[src/sv/hsv8_pkg.sv]
// Constants and types for the 8-bit HSV to RGB converter.
// No dependencies; the top level refers to everything here by scoped name.
package hsv8_pkg;

    typedef logic [7:0] t_level;
    typedef logic [2:0] t_sector;

    // Sector boundaries on the hue circle (sectors 0 to 5 span 42 hue codes each; 252..255 is a short wrap sector)
    localparam logic [7:0] SECTOR_SPAN = 8'd42;

    // Fraction within a sector, round(rem * 255 / 42), for rem = 0..41
    localparam logic [7:0] FRAC_TABLE [0:41] = '{
        8'd0,   8'd6,   8'd12,  8'd18,  8'd24,  8'd30,  8'd36,  8'd43,
        8'd49,  8'd55,  8'd61,  8'd67,  8'd73,  8'd79,  8'd85,  8'd91,
        8'd97,  8'd103, 8'd109, 8'd115, 8'd121, 8'd128, 8'd134, 8'd140,
        8'd146, 8'd152, 8'd158, 8'd164, 8'd170, 8'd176, 8'd182, 8'd188,
        8'd194, 8'd200, 8'd206, 8'd213, 8'd219, 8'd225, 8'd231, 8'd237,
        8'd243, 8'd249
    };

    localparam logic [7:0]  FULL_SCALE    = 8'd255;
    localparam logic [15:0] FULL_SCALE_SQ = 16'd65025;

    // Half divisors for round-to-nearest
    localparam logic [15:0] HALF_SCALE    = 16'd127;
    localparam logic [23:0] HALF_SCALE_SQ = 24'd32512;

    // Reciprocals: floor(2^24 / 255) and floor(2^32 / 65025)
    localparam logic [16:0] RECIP_SCALE    = 17'd65793;
    localparam logic [16:0] RECIP_SCALE_SQ = 17'd66051;

endpackage

[src/sv/hsv_to_rgb_8bit.sv]
// HSV to RGB converter, 8 bits per channel, five-stage pipeline.
// Depends on hsv8_pkg (fraction table, reciprocal constants, level types).
//
//  channel | valid    | stall    | payload
//  --------+----------+----------+------------------------------------
//  input   | i_valid  | o_stall  | i_hue, i_saturation, i_brightness
//  output  | o_valid  | i_stall  | o_red, o_green, o_blue
//
// One triple enters per cycle while o_stall is low.
// Stage depth is set by the 24x17 reciprocal multiply and its correction.
// A stage advances when it is empty or the next one moves, so bubbles close
// up under output stall; o_stall rises only when all five stages are full.
// Reset (synchronous, active low) clears the stage valid bits.
module hsv_to_rgb_8bit (
    input  logic       i_clk,
    input  logic       i_rst_n,
    input  logic       i_valid,
    output logic       o_stall,
    input  logic [7:0] i_hue,
    input  logic [7:0] i_saturation,
    input  logic [7:0] i_brightness,
    output logic       o_valid,
    input  logic       i_stall,
    output logic [7:0] o_red,
    output logic [7:0] o_green,
    output logic [7:0] o_blue
);

    logic [5:1] r_vld;
    logic [5:1] en;

    always_comb begin
        en[5] = !r_vld[5] || !i_stall;
        en[4] = !r_vld[4] || en[5];
        en[3] = !r_vld[3] || en[4];
        en[2] = !r_vld[2] || en[3];
        en[1] = !r_vld[1] || en[2];
    end

    assign o_stall = !en[1];
    assign o_valid = r_vld[5];

    always_ff @(posedge i_clk) begin
        if (!i_rst_n) begin
            r_vld <= '0;
        end else begin
            if (en[1]) r_vld[1] <= i_valid;
            if (en[2]) r_vld[2] <= r_vld[1];
            if (en[3]) r_vld[3] <= r_vld[2];
            if (en[4]) r_vld[4] <= r_vld[3];
            if (en[5]) r_vld[5] <= r_vld[4];
        end
    end

    // ---------------- stage 1: sector, fraction, s*v ----------------
    hsv8_pkg::t_sector n1_sec;
    logic [7:0]        n1_base;
    logic [7:0]        n1_rem8;
    logic [5:0]        n1_rem;

    always_comb begin
        if (i_hue >= 8'd252) begin
            n1_sec = 3'd6; n1_base = 8'd252;
        end else if (i_hue >= 8'd210) begin
            n1_sec = 3'd5; n1_base = 8'd210;
        end else if (i_hue >= 8'd168) begin
            n1_sec = 3'd4; n1_base = 8'd168;
        end else if (i_hue >= 8'd126) begin
            n1_sec = 3'd3; n1_base = 8'd126;
        end else if (i_hue >= 8'd84) begin
            n1_sec = 3'd2; n1_base = 8'd84;
        end else if (i_hue >= hsv8_pkg::SECTOR_SPAN) begin
            n1_sec = 3'd1; n1_base = hsv8_pkg::SECTOR_SPAN;
        end else begin
            n1_sec = 3'd0; n1_base = 8'd0;
        end
        n1_rem8 = i_hue - n1_base;
        n1_rem  = n1_rem8[5:0];
    end

    hsv8_pkg::t_sector r1_sec;
    logic [7:0]        r1_f;
    logic [15:0]       r1_sv;
    hsv8_pkg::t_level  r1_v;
    logic              r1_blk;
    logic              r1_gry;

    always_ff @(posedge i_clk) begin
        if (en[1]) begin
            r1_sec <= n1_sec;
            r1_f   <= hsv8_pkg::FRAC_TABLE[n1_rem];
            r1_sv  <= i_saturation * i_brightness;
            r1_v   <= i_brightness;
            r1_blk <= (i_brightness == 8'd0);
            r1_gry <= (i_saturation == 8'd0);
        end
    end

    // ---------------- stage 2: f*s*v, (255-f)*s*v, estimate s*v/255 ----
    logic [7:0]  n2_g;
    logic [15:0] n2_pn;

    assign n2_g  = hsv8_pkg::FULL_SCALE - r1_f;
    assign n2_pn = r1_sv + hsv8_pkg::HALF_SCALE;

    hsv8_pkg::t_sector r2_sec;
    hsv8_pkg::t_level  r2_v;
    logic              r2_blk;
    logic              r2_gry;
    logic [23:0]       r2_fsv;
    logic [23:0]       r2_gsv;
    logic [15:0]       r2_pn;
    logic [32:0]       r2_pm;

    always_ff @(posedge i_clk) begin
        if (en[2]) begin
            r2_sec <= r1_sec;
            r2_v   <= r1_v;
            r2_blk <= r1_blk;
            r2_gry <= r1_gry;
            r2_fsv <= r1_f * r1_sv;
            r2_gsv <= n2_g * r1_sv;
            r2_pn  <= n2_pn;
            r2_pm  <= n2_pn * hsv8_pkg::RECIP_SCALE;
        end
    end

    // ---------------- stage 3: correct p, estimate q and t ----------------
    logic [8:0]  n3_pq0;
    logic [16:0] n3_prem;
    logic [8:0]  n3_pq;
    logic [23:0] n3_qn;
    logic [23:0] n3_tn;

    always_comb begin
        n3_pq0  = r2_pm[32:24];
        n3_prem = {1'b0, r2_pn} - (n3_pq0 * hsv8_pkg::FULL_SCALE);
        // estimate is at most one low
        n3_pq   = (n3_prem >= 17'(hsv8_pkg::FULL_SCALE)) ? n3_pq0 + 9'd1 : n3_pq0;
        n3_qn   = r2_fsv + hsv8_pkg::HALF_SCALE_SQ;
        n3_tn   = r2_gsv + hsv8_pkg::HALF_SCALE_SQ;
    end

    hsv8_pkg::t_sector r3_sec;
    hsv8_pkg::t_level  r3_v;
    logic              r3_blk;
    logic              r3_gry;
    hsv8_pkg::t_level  r3_p;
    logic [23:0]       r3_qn;
    logic [23:0]       r3_tn;
    logic [40:0]       r3_qm;
    logic [40:0]       r3_tm;

    always_ff @(posedge i_clk) begin
        if (en[3]) begin
            r3_sec <= r2_sec;
            r3_v   <= r2_v;
            r3_blk <= r2_blk;
            r3_gry <= r2_gry;
            r3_p   <= r2_v - n3_pq[7:0];
            r3_qn  <= n3_qn;
            r3_tn  <= n3_tn;
            r3_qm  <= n3_qn * hsv8_pkg::RECIP_SCALE_SQ;
            r3_tm  <= n3_tn * hsv8_pkg::RECIP_SCALE_SQ;
        end
    end

    // ---------------- stage 4: correct q and t quotients ----------------
    logic [8:0]  n4_qq0;
    logic [8:0]  n4_tq0;
    logic [24:0] n4_qrem;
    logic [24:0] n4_trem;
    logic [8:0]  n4_qq;
    logic [8:0]  n4_tq;

    always_comb begin
        n4_qq0  = r3_qm[40:32];
        n4_tq0  = r3_tm[40:32];
        n4_qrem = {1'b0, r3_qn} - 25'(n4_qq0 * hsv8_pkg::FULL_SCALE_SQ);
        n4_trem = {1'b0, r3_tn} - 25'(n4_tq0 * hsv8_pkg::FULL_SCALE_SQ);
        n4_qq   = (n4_qrem >= 25'(hsv8_pkg::FULL_SCALE_SQ)) ? n4_qq0 + 9'd1 : n4_qq0;
        n4_tq   = (n4_trem >= 25'(hsv8_pkg::FULL_SCALE_SQ)) ? n4_tq0 + 9'd1 : n4_tq0;
    end

    hsv8_pkg::t_sector r4_sec;
    hsv8_pkg::t_level  r4_v;
    logic              r4_blk;
    logic              r4_gry;
    hsv8_pkg::t_level  r4_p;
    hsv8_pkg::t_level  r4_qd;
    hsv8_pkg::t_level  r4_td;

    always_ff @(posedge i_clk) begin
        if (en[4]) begin
            r4_sec <= r3_sec;
            r4_v   <= r3_v;
            r4_blk <= r3_blk;
            r4_gry <= r3_gry;
            r4_p   <= r3_p;
            r4_qd  <= n4_qq[7:0];
            r4_td  <= n4_tq[7:0];
        end
    end

    // ---------------- stage 5: levels and channel pattern ----------------
    hsv8_pkg::t_level n5_q;
    hsv8_pkg::t_level n5_t;
    hsv8_pkg::t_level n5_r;
    hsv8_pkg::t_level n5_g;
    hsv8_pkg::t_level n5_b;

    always_comb begin
        n5_q = r4_v - r4_qd;
        n5_t = r4_v - r4_td;
        if (r4_blk) begin
            n5_r = 8'd0; n5_g = 8'd0; n5_b = 8'd0;
        end else if (r4_gry) begin
            n5_r = r4_v; n5_g = r4_v; n5_b = r4_v;
        end else begin
            case (r4_sec)
                3'd1: begin n5_r = n5_q; n5_g = r4_v; n5_b = r4_p; end
                3'd2: begin n5_r = r4_p; n5_g = r4_v; n5_b = n5_t; end
                3'd3: begin n5_r = r4_p; n5_g = n5_q; n5_b = r4_v; end
                3'd4: begin n5_r = n5_t; n5_g = r4_p; n5_b = r4_v; end
                3'd5: begin n5_r = r4_v; n5_g = r4_p; n5_b = n5_q; end
                // sector 0, and the wrapped top of the hue circle
                default: begin n5_r = r4_v; n5_g = n5_t; n5_b = r4_p; end
            endcase
        end
    end

    hsv8_pkg::t_level r_red;
    hsv8_pkg::t_level r_green;
    hsv8_pkg::t_level r_blue;

    always_ff @(posedge i_clk) begin
        if (en[5]) begin
            r_red   <= n5_r;
            r_green <= n5_g;
            r_blue  <= n5_b;
        end
    end

    assign o_red   = r_red;
    assign o_green = r_green;
    assign o_blue  = r_blue;

    // ---------------- assertions ----------------
    a_stall_only_full: assert property (@(posedge i_clk) disable iff (!i_rst_n)
        o_stall |-> (r_vld == 5'b11111))
        else $error("upstream stalled while a stage is empty");

    a_levels_below_v: assert property (@(posedge i_clk) disable iff (!i_rst_n)
        r_vld[4] |-> (r4_qd <= r4_v && r4_td <= r4_v && r4_p <= r4_v))
        else $error("level offset exceeds brightness");

    a_black_out: assert property (@(posedge i_clk) disable iff (!i_rst_n)
        (en[5] && r_vld[4] && r4_blk) |=> (o_red == 8'd0 && o_green == 8'd0 && o_blue == 8'd0))
        else $error("zero brightness did not give black");

    a_max_is_v: assert property (@(posedge i_clk) disable iff (!i_rst_n)
        (en[5] && r_vld[4] && !r4_blk) |=>
        (o_red == $past(r4_v) || o_green == $past(r4_v) || o_blue == $past(r4_v)))
        else $error("no channel carries the brightness level");

    a_stage_advance: assert property (@(posedge i_clk) disable iff (!i_rst_n)
        (r_vld[1] && en[2]) |=> r_vld[2])
        else $error("beat lost between stage 1 and stage 2");

endmodule

[config.mk]
export PLATFORM = sky130hd
export DESIGN_NAME = hsv_to_rgb_8bit
export DESIGN_NICKNAME = d
export VERILOG_FILES = /design/src/sv/hsv8_pkg.sv /design/src/sv/hsv_to_rgb_8bit.sv
export SDC_FILE = /design/constraint.sdc
export NUM_CORES = 2
export LEC_CHECK = 0
export CAP_MARGIN = 20
export CORE_MARGIN = 2
export CORE_UTILIZATION = 35
export DETAILED_ROUTE_END_ITERATION = 7
export DONT_BUFFER_PORTS = 1
export GPL_ROUTABILITY_DRIVEN = 1
export GPL_TIMING_DRIVEN = 0
export PLACE_DENSITY_LB_ADDON = 0.1
export SYNTH_ARGS = -nofsm -noshare
export SYNTH_HDL_FRONTEND = slang
export SYNTH_SLANG_ARGS = --single-unit
[constraint.sdc]
create_clock -name i_clk -period 19.25 [get_ports i_clk]
set_input_delay 3.85 -clock i_clk [delete_from_list [all_inputs] [get_ports i_clk]]
set_output_delay 3.85 -clock i_clk [all_outputs]
set_load 0.03 [all_outputs]
## Yosys cells after proc, flatten, opt, wreduce, memory -nomap -nowiden

Memory sizes are Yosys's and may differ from the RTL's. A register that Yosys moved wholly into a read port is not among the register bits.
Index checks and enable logic that the tools add are counted.

| word-level totals | value |
|---|---|
| register bits after elaboration | 356 |
| latch bits | 0 |
| bits in writable memories | 0 |
| memory bits (read-only) | 512 |
| memories | 1 |

| cells by class | value |
|---|---|
| $add $sub $neg | 14 |
| multipliers | 9 |
| divide/modulo/power cells | 0 |
| $lt $le $gt $ge | 9 |
| equality and inequality tests | 5 |
| shift operators | 0 |
| mux-type cells | 20 |
| bitwise logic cells | 1 |
| reduce and logical (&&, ||, !) cells | 19 |

Memories:

| memory | words | bits a word | rd ports | clocked after Yosys merged registers in | wr ports | line | text |
|---|---|---|---|---|---|---|---|
| (name not given) | 64 | 8 | 1 | 1 | 0 | hsv_to_rgb_8bit.sv:91 | `r1_f <= hsv8_pkg::FRAC_TABLE[n1_rem];` |

Operator list:

| kind | number |
|---|---|
| 24-bit by 17-bit multiplier with 41-bit output (second input constant) | 2 |
| 8-bit case mux with 3 select lines | 3 |
| 25-bit by 16-bit greater-or-equal comparator with 1-bit output (second input constant) | 2 |
| 9-bit by 16-bit multiplier with 25-bit output (second input constant) | 2 |
| 24-bit by 25-bit subtractor with 25-bit output | 2 |
| 24-bit by 15-bit adder with 24-bit output (second input constant) | 2 |
| 8-bit by 16-bit multiplier with 24-bit output | 2 |
| 8-bit 2-to-1 mux | 6 |
| 6-bit 2-to-1 mux | 6 |
| 16-bit by 17-bit multiplier with 33-bit output (second input constant) | 1 |
| 8-bit by 1-bit adder with 8-bit output (second input constant) | 3 |
| 8-bit greater-or-equal comparator (second input constant) | 3 |
| 8-bit subtractor | 3 |
| 17-bit by 8-bit greater-or-equal comparator with 1-bit output (second input constant) | 1 |
| 9-bit by 8-bit multiplier with 17-bit output (second input constant) | 1 |
| 16-bit by 17-bit subtractor with 17-bit output | 1 |
| 16-bit by 7-bit adder with 16-bit output (second input constant) | 1 |
| 8-bit by 7-bit greater-or-equal comparator with 1-bit output (second input constant) | 2 |
| 8-bit logical NOT | 2 |
| 8-bit by 8-bit multiplier with 16-bit output | 1 |
| 8-bit by 6-bit greater-or-equal comparator with 1-bit output (second input constant) | 1 |
| 2-bit 2-to-1 mux | 4 |
| 2-bit OR reduction | 4 |
| 8-bit subtractor (first input constant) | 1 |
| other kinds (9) | 21 |

## Longest topological paths before layout

| depth | value |
|---|---|
| depth after elaboration | 9 |
| mapped depth | 31 |

## Least setup slack after synthesis

OpenSTA, ideal clock, no wires.

| timing path | value |
|---|---|
| kind | input to output |
| from | input port i_stall |
| to | output port o_stall |
| data arrival time | 5.692 ns |
| data required time | 15.400 ns |
| path slack | 9.708 ns |
| stages on the path | 4 |
| buffers on the path | 0 |
| cell sequence | and3_1 and2_1 nand3_1 inv_1 |

| between the ends | value |
|---|---|
| word-level cells in the longest chain between the ends | 7 |

RTL lines:

| item | line | text |
|---|---|---|
| start, declared | hsv_to_rgb_8bit.sv:23 | `input logic i_stall,` |
| 1-bit logical NOT | hsv_to_rgb_8bit.sv:33 | `en[5] = !r_vld[5] \|\| !i_stall;` |
| 1-bit logical OR | hsv_to_rgb_8bit.sv:33 |  |
| 1-bit logical OR | hsv_to_rgb_8bit.sv:34 | `en[4] = !r_vld[4] \|\| en[5];` |
| 1-bit logical OR | hsv_to_rgb_8bit.sv:35 | `en[3] = !r_vld[3] \|\| en[4];` |
| 1-bit logical OR | hsv_to_rgb_8bit.sv:36 | `en[2] = !r_vld[2] \|\| en[3];` |
| 1-bit logical OR | hsv_to_rgb_8bit.sv:37 | `en[1] = !r_vld[1] \|\| en[2];` |
| 1-bit logical NOT | hsv_to_rgb_8bit.sv:40 | `assign o_stall = !en[1];` |
| end, declared | hsv_to_rgb_8bit.sv:18 | `output logic o_stall,` |

No other way between the ends.

## Worst setup path in the final report

Same ends and word-level chain as after synthesis.

==> run summary <==
Commonest non-fill, non-tap cells in the layout - inv_1, ha_1, fa_1
Number of sinks on the clock net - 276
Placement-stage cell area - 0.03893 mm2
Hold Path End - r2_v[7]
Initial antenna violation count - 1
Vias/cell - 4.859
Status - finished, final reports clean
Worst-margin pin slew - 1.069 ns
Cell at the root of the clock tree - clkbuf_16
Worst r2r dst - r3_p[7]
Antenna Cells - 0
Simple-gate share of the synthesized area - 12.55%
Tightest slew margin relative to the limit - 28.21%
Worst reg2reg setup slack - 11.40 ns
GP Congestion - 0.8594
DP HPWL - 74.29 mm
Flip-flop cell with the highest count after synthesis - edfxtp_1
Dominant combinational cell family by area after synthesis - adder cells
Final worst-path setup slack - 10.44 ns
Cell area after technology mapping - 0.03710 mm2
Pin count of the biggest net entering global routing - 69
Number of register bits inferred by synthesis - 276
Global-route wire length before repair - 145.7 mm
Number of instances resized during post-cts repair - 0
Largest buffer count on any clock path - 3
Die Y - 329.6 um
Slew Viols, Final - 0
Type of element launching the critical path - primary input
Cell area after layout - 0.04024 mm2
Required time of the worst setup path - 15.40 ns
H-Tree Depth - 2
Worst-skew pair later-pin latency - 0.61 ns
Final min period - 8.806 ns
Worst setup skew after layout - 0.02968 ns
Pre-CTS setup slack - 10.45 ns
Worst hold path class - reg -> reg
Number of primary I/O pins - 54
Gate count after technology mapping - 3761
Area of the core region - 0.1053 mm2
Final-layout setup total negative slack - 0 ns
Startpoint of the worst register-to-register path - r2_pm[31]
Initial Utilization - 35.24%
Remaining design rule violation count - 0
Length in cells of the worst reg-to-reg path - 31
Fraction of synthesized area in multiplexers - 0.6914%
Aggregate global routing overflow - 0
Most common library cell in the layout ignoring fill and taps - inv_1
Top achievable clock speed - 0.1136 GHz
Number of different library cells in the post-synthesis netlist - 88
Clock transition at path regs - 0.05 ns
Mean post-synth cell area - 9.865 um2
Post-detailed-route count of antenna-violating nets - 0
Crit path launch - i_stall
Unrepaired setup endpoints after global routing - false
Post-route fraction of the period consumed by the critical path - 45.75%
Share of cells above drive strength 1 - 3.079%
Compound-Gate Fraction of Synth Area - 9.544%
Launch point of the worst hold path - r1_v[7]
Instance count along the most critical hold path - 0
Via count of the first global-routing pass - 25970
Type of destination of the critical path - output port
Fin. Hold Viols - 0
Routed wire length per instance - 17.40 um
Die width - 329.6 um
Cell Rows - 119
Synth Area in Adders - 42.51%
Overall track demand over capacity in global routing - 17.17%
Vias - 25390
Ys async rst share - 0%
Mapped Nets - 4823
Detailed Route Iter0 Violations - 1151
Hold-fix buffer count after cts - 0
TritonCTS Buffers - 37
Utilization after layout - 38.23%
Yosys warns - 0
1st-pass router iterations - 5
Post-detailed-routing wire length - 90.90 mm
Post CTS Setup Buffer Count - 0
CTS tree - done
Parity-gate share of the synthesized area counting xor and xnor cells - 4.367%
Number of buffers added on ports - 0
Max FO, Critical Path - 5
Total Nets Final - 4866
Crit Path Category - in -> out
Number of filler cells placed in the layout - 10590
Data arrival time of the critical path - 4.96 ns
Count of endpoints failing setup in the final report - 0
EDFF count, synth - 271
Floorplan die area - 0.1086 mm2
Maximum capacitance violations - 0
Post-synthesis sequential area ratio - 22.20%
P&R area growth vs syn - 8.461%
-- worst max-delay path by stage --
stage	endpoint	slack [ns]	cells after the start
after floorplan	o_stall	9.71	4
after global placement	o_stall	8.87	4
after detailed placement	o_stall	10.45	4
after CTS	o_stall	10.44	4
after global routing	o_stall	10.39	4
final	o_stall	10.44	4
-- worst max-delay path, stage by stage --
cell and delay, ns:
and3_1 0.18, and2_1 0.31, nand3_2 0.28, inv_1 0.32
-- kinds of logic after synthesis --
| logic type | count (synthesis) |
|---|---|
| fa+ha+maj | 1035 |
| compound gates | 544 |
| flops | 276 |
| buf+inv | 799 |
| xor+xnor | 185 |
| simple gates | 898 |
| mux | 24 |
-- through the flow --
step | cells | hold slack, ns
2_1_floorplan | 3761 | 0.4003
3_3_place_gp | 5152 | 0.4052
3_5_place_dp | 5155 | 0.4045
4_1_cts | 5223 | 0.4151
5_1_grt | 5224 | 0.4253
6_report | 5224 | 0.4172
-- state kept, by name, summed over array words and instances, names as in the netlist, 9 cells and up --
| name | count |
|---|---|
| r1_sv | 16 |
| r2_pm | 9 |
| r2_pn | 16 |
| r2_gsv | 24 |
| r3_qn | 24 |
| r3_qm | 9 |
| r3_tn | 24 |
| r3_tm | 9 |
| r2_fsv | 24 |
-- synthesized netlist by cell type, types with 16 or more instances --
| master | number | share of area [%] |
|---|---|---|
| a211oi_1 | 16 | 0.32 |
| a21o_1 | 46 | 0.93 |
| a21oi_1 | 166 | 2.2 |
| a31oi_1 | 19 | 0.32 |
| and2_1 | 124 | 2.1 |
| and3_1 | 23 | 0.39 |
| clkbuf_1 | 77 | 0.78 |
| edfxtp_1 | 271 | 22 |
| fa_1 | 376 | 20 |
| ha_1 | 658 | 22 |
| inv_1 | 715 | 7.2 |
| nand2_1 | 217 | 2.2 |
| nand2b_1 | 83 | 1.4 |
| nand3_1 | 44 | 0.59 |
| nand4_1 | 33 | 0.56 |
| nor2_1 | 165 | 1.7 |
| nor2b_1 | 85 | 1.4 |
| nor3_1 | 47 | 0.63 |
| o21a_1 | 20 | 0.40 |
| o21ai_0 | 109 | 1.5 |
| o21bai_1 | 18 | 0.36 |
| xnor2_1 | 135 | 3.2 |
| xor2_1 | 50 | 1.2 |
-- per-layer routing --
metal,part of all wire [%],global-route usage [%],routed length [um]
met1,50,24.43,45100
met2,45,27.71,41300
met3,2.7,1.782,2417
met4,2.3,4.634,2082
met5,0,0,0
-- final cells by class --
type                            count  area (um2)  area share (%)
Inverter                          718        2698           6.704
Sequential cell                   276        8238           20.47
Multi-Input combinational cell   2686       25860           64.26
Buffer                             81       322.8          0.8022
Timing Repair Buffer                4       102.6          0.2550
Clock buffer                       44       952.2           2.366
Clock inverter                     24       329.1          0.8178
Tap cell                         1391        1740           4.325
Power is left out: the tool's default activity adds up to more than one toggle a clock period on the data nets, which glitch-free logic cannot reach.
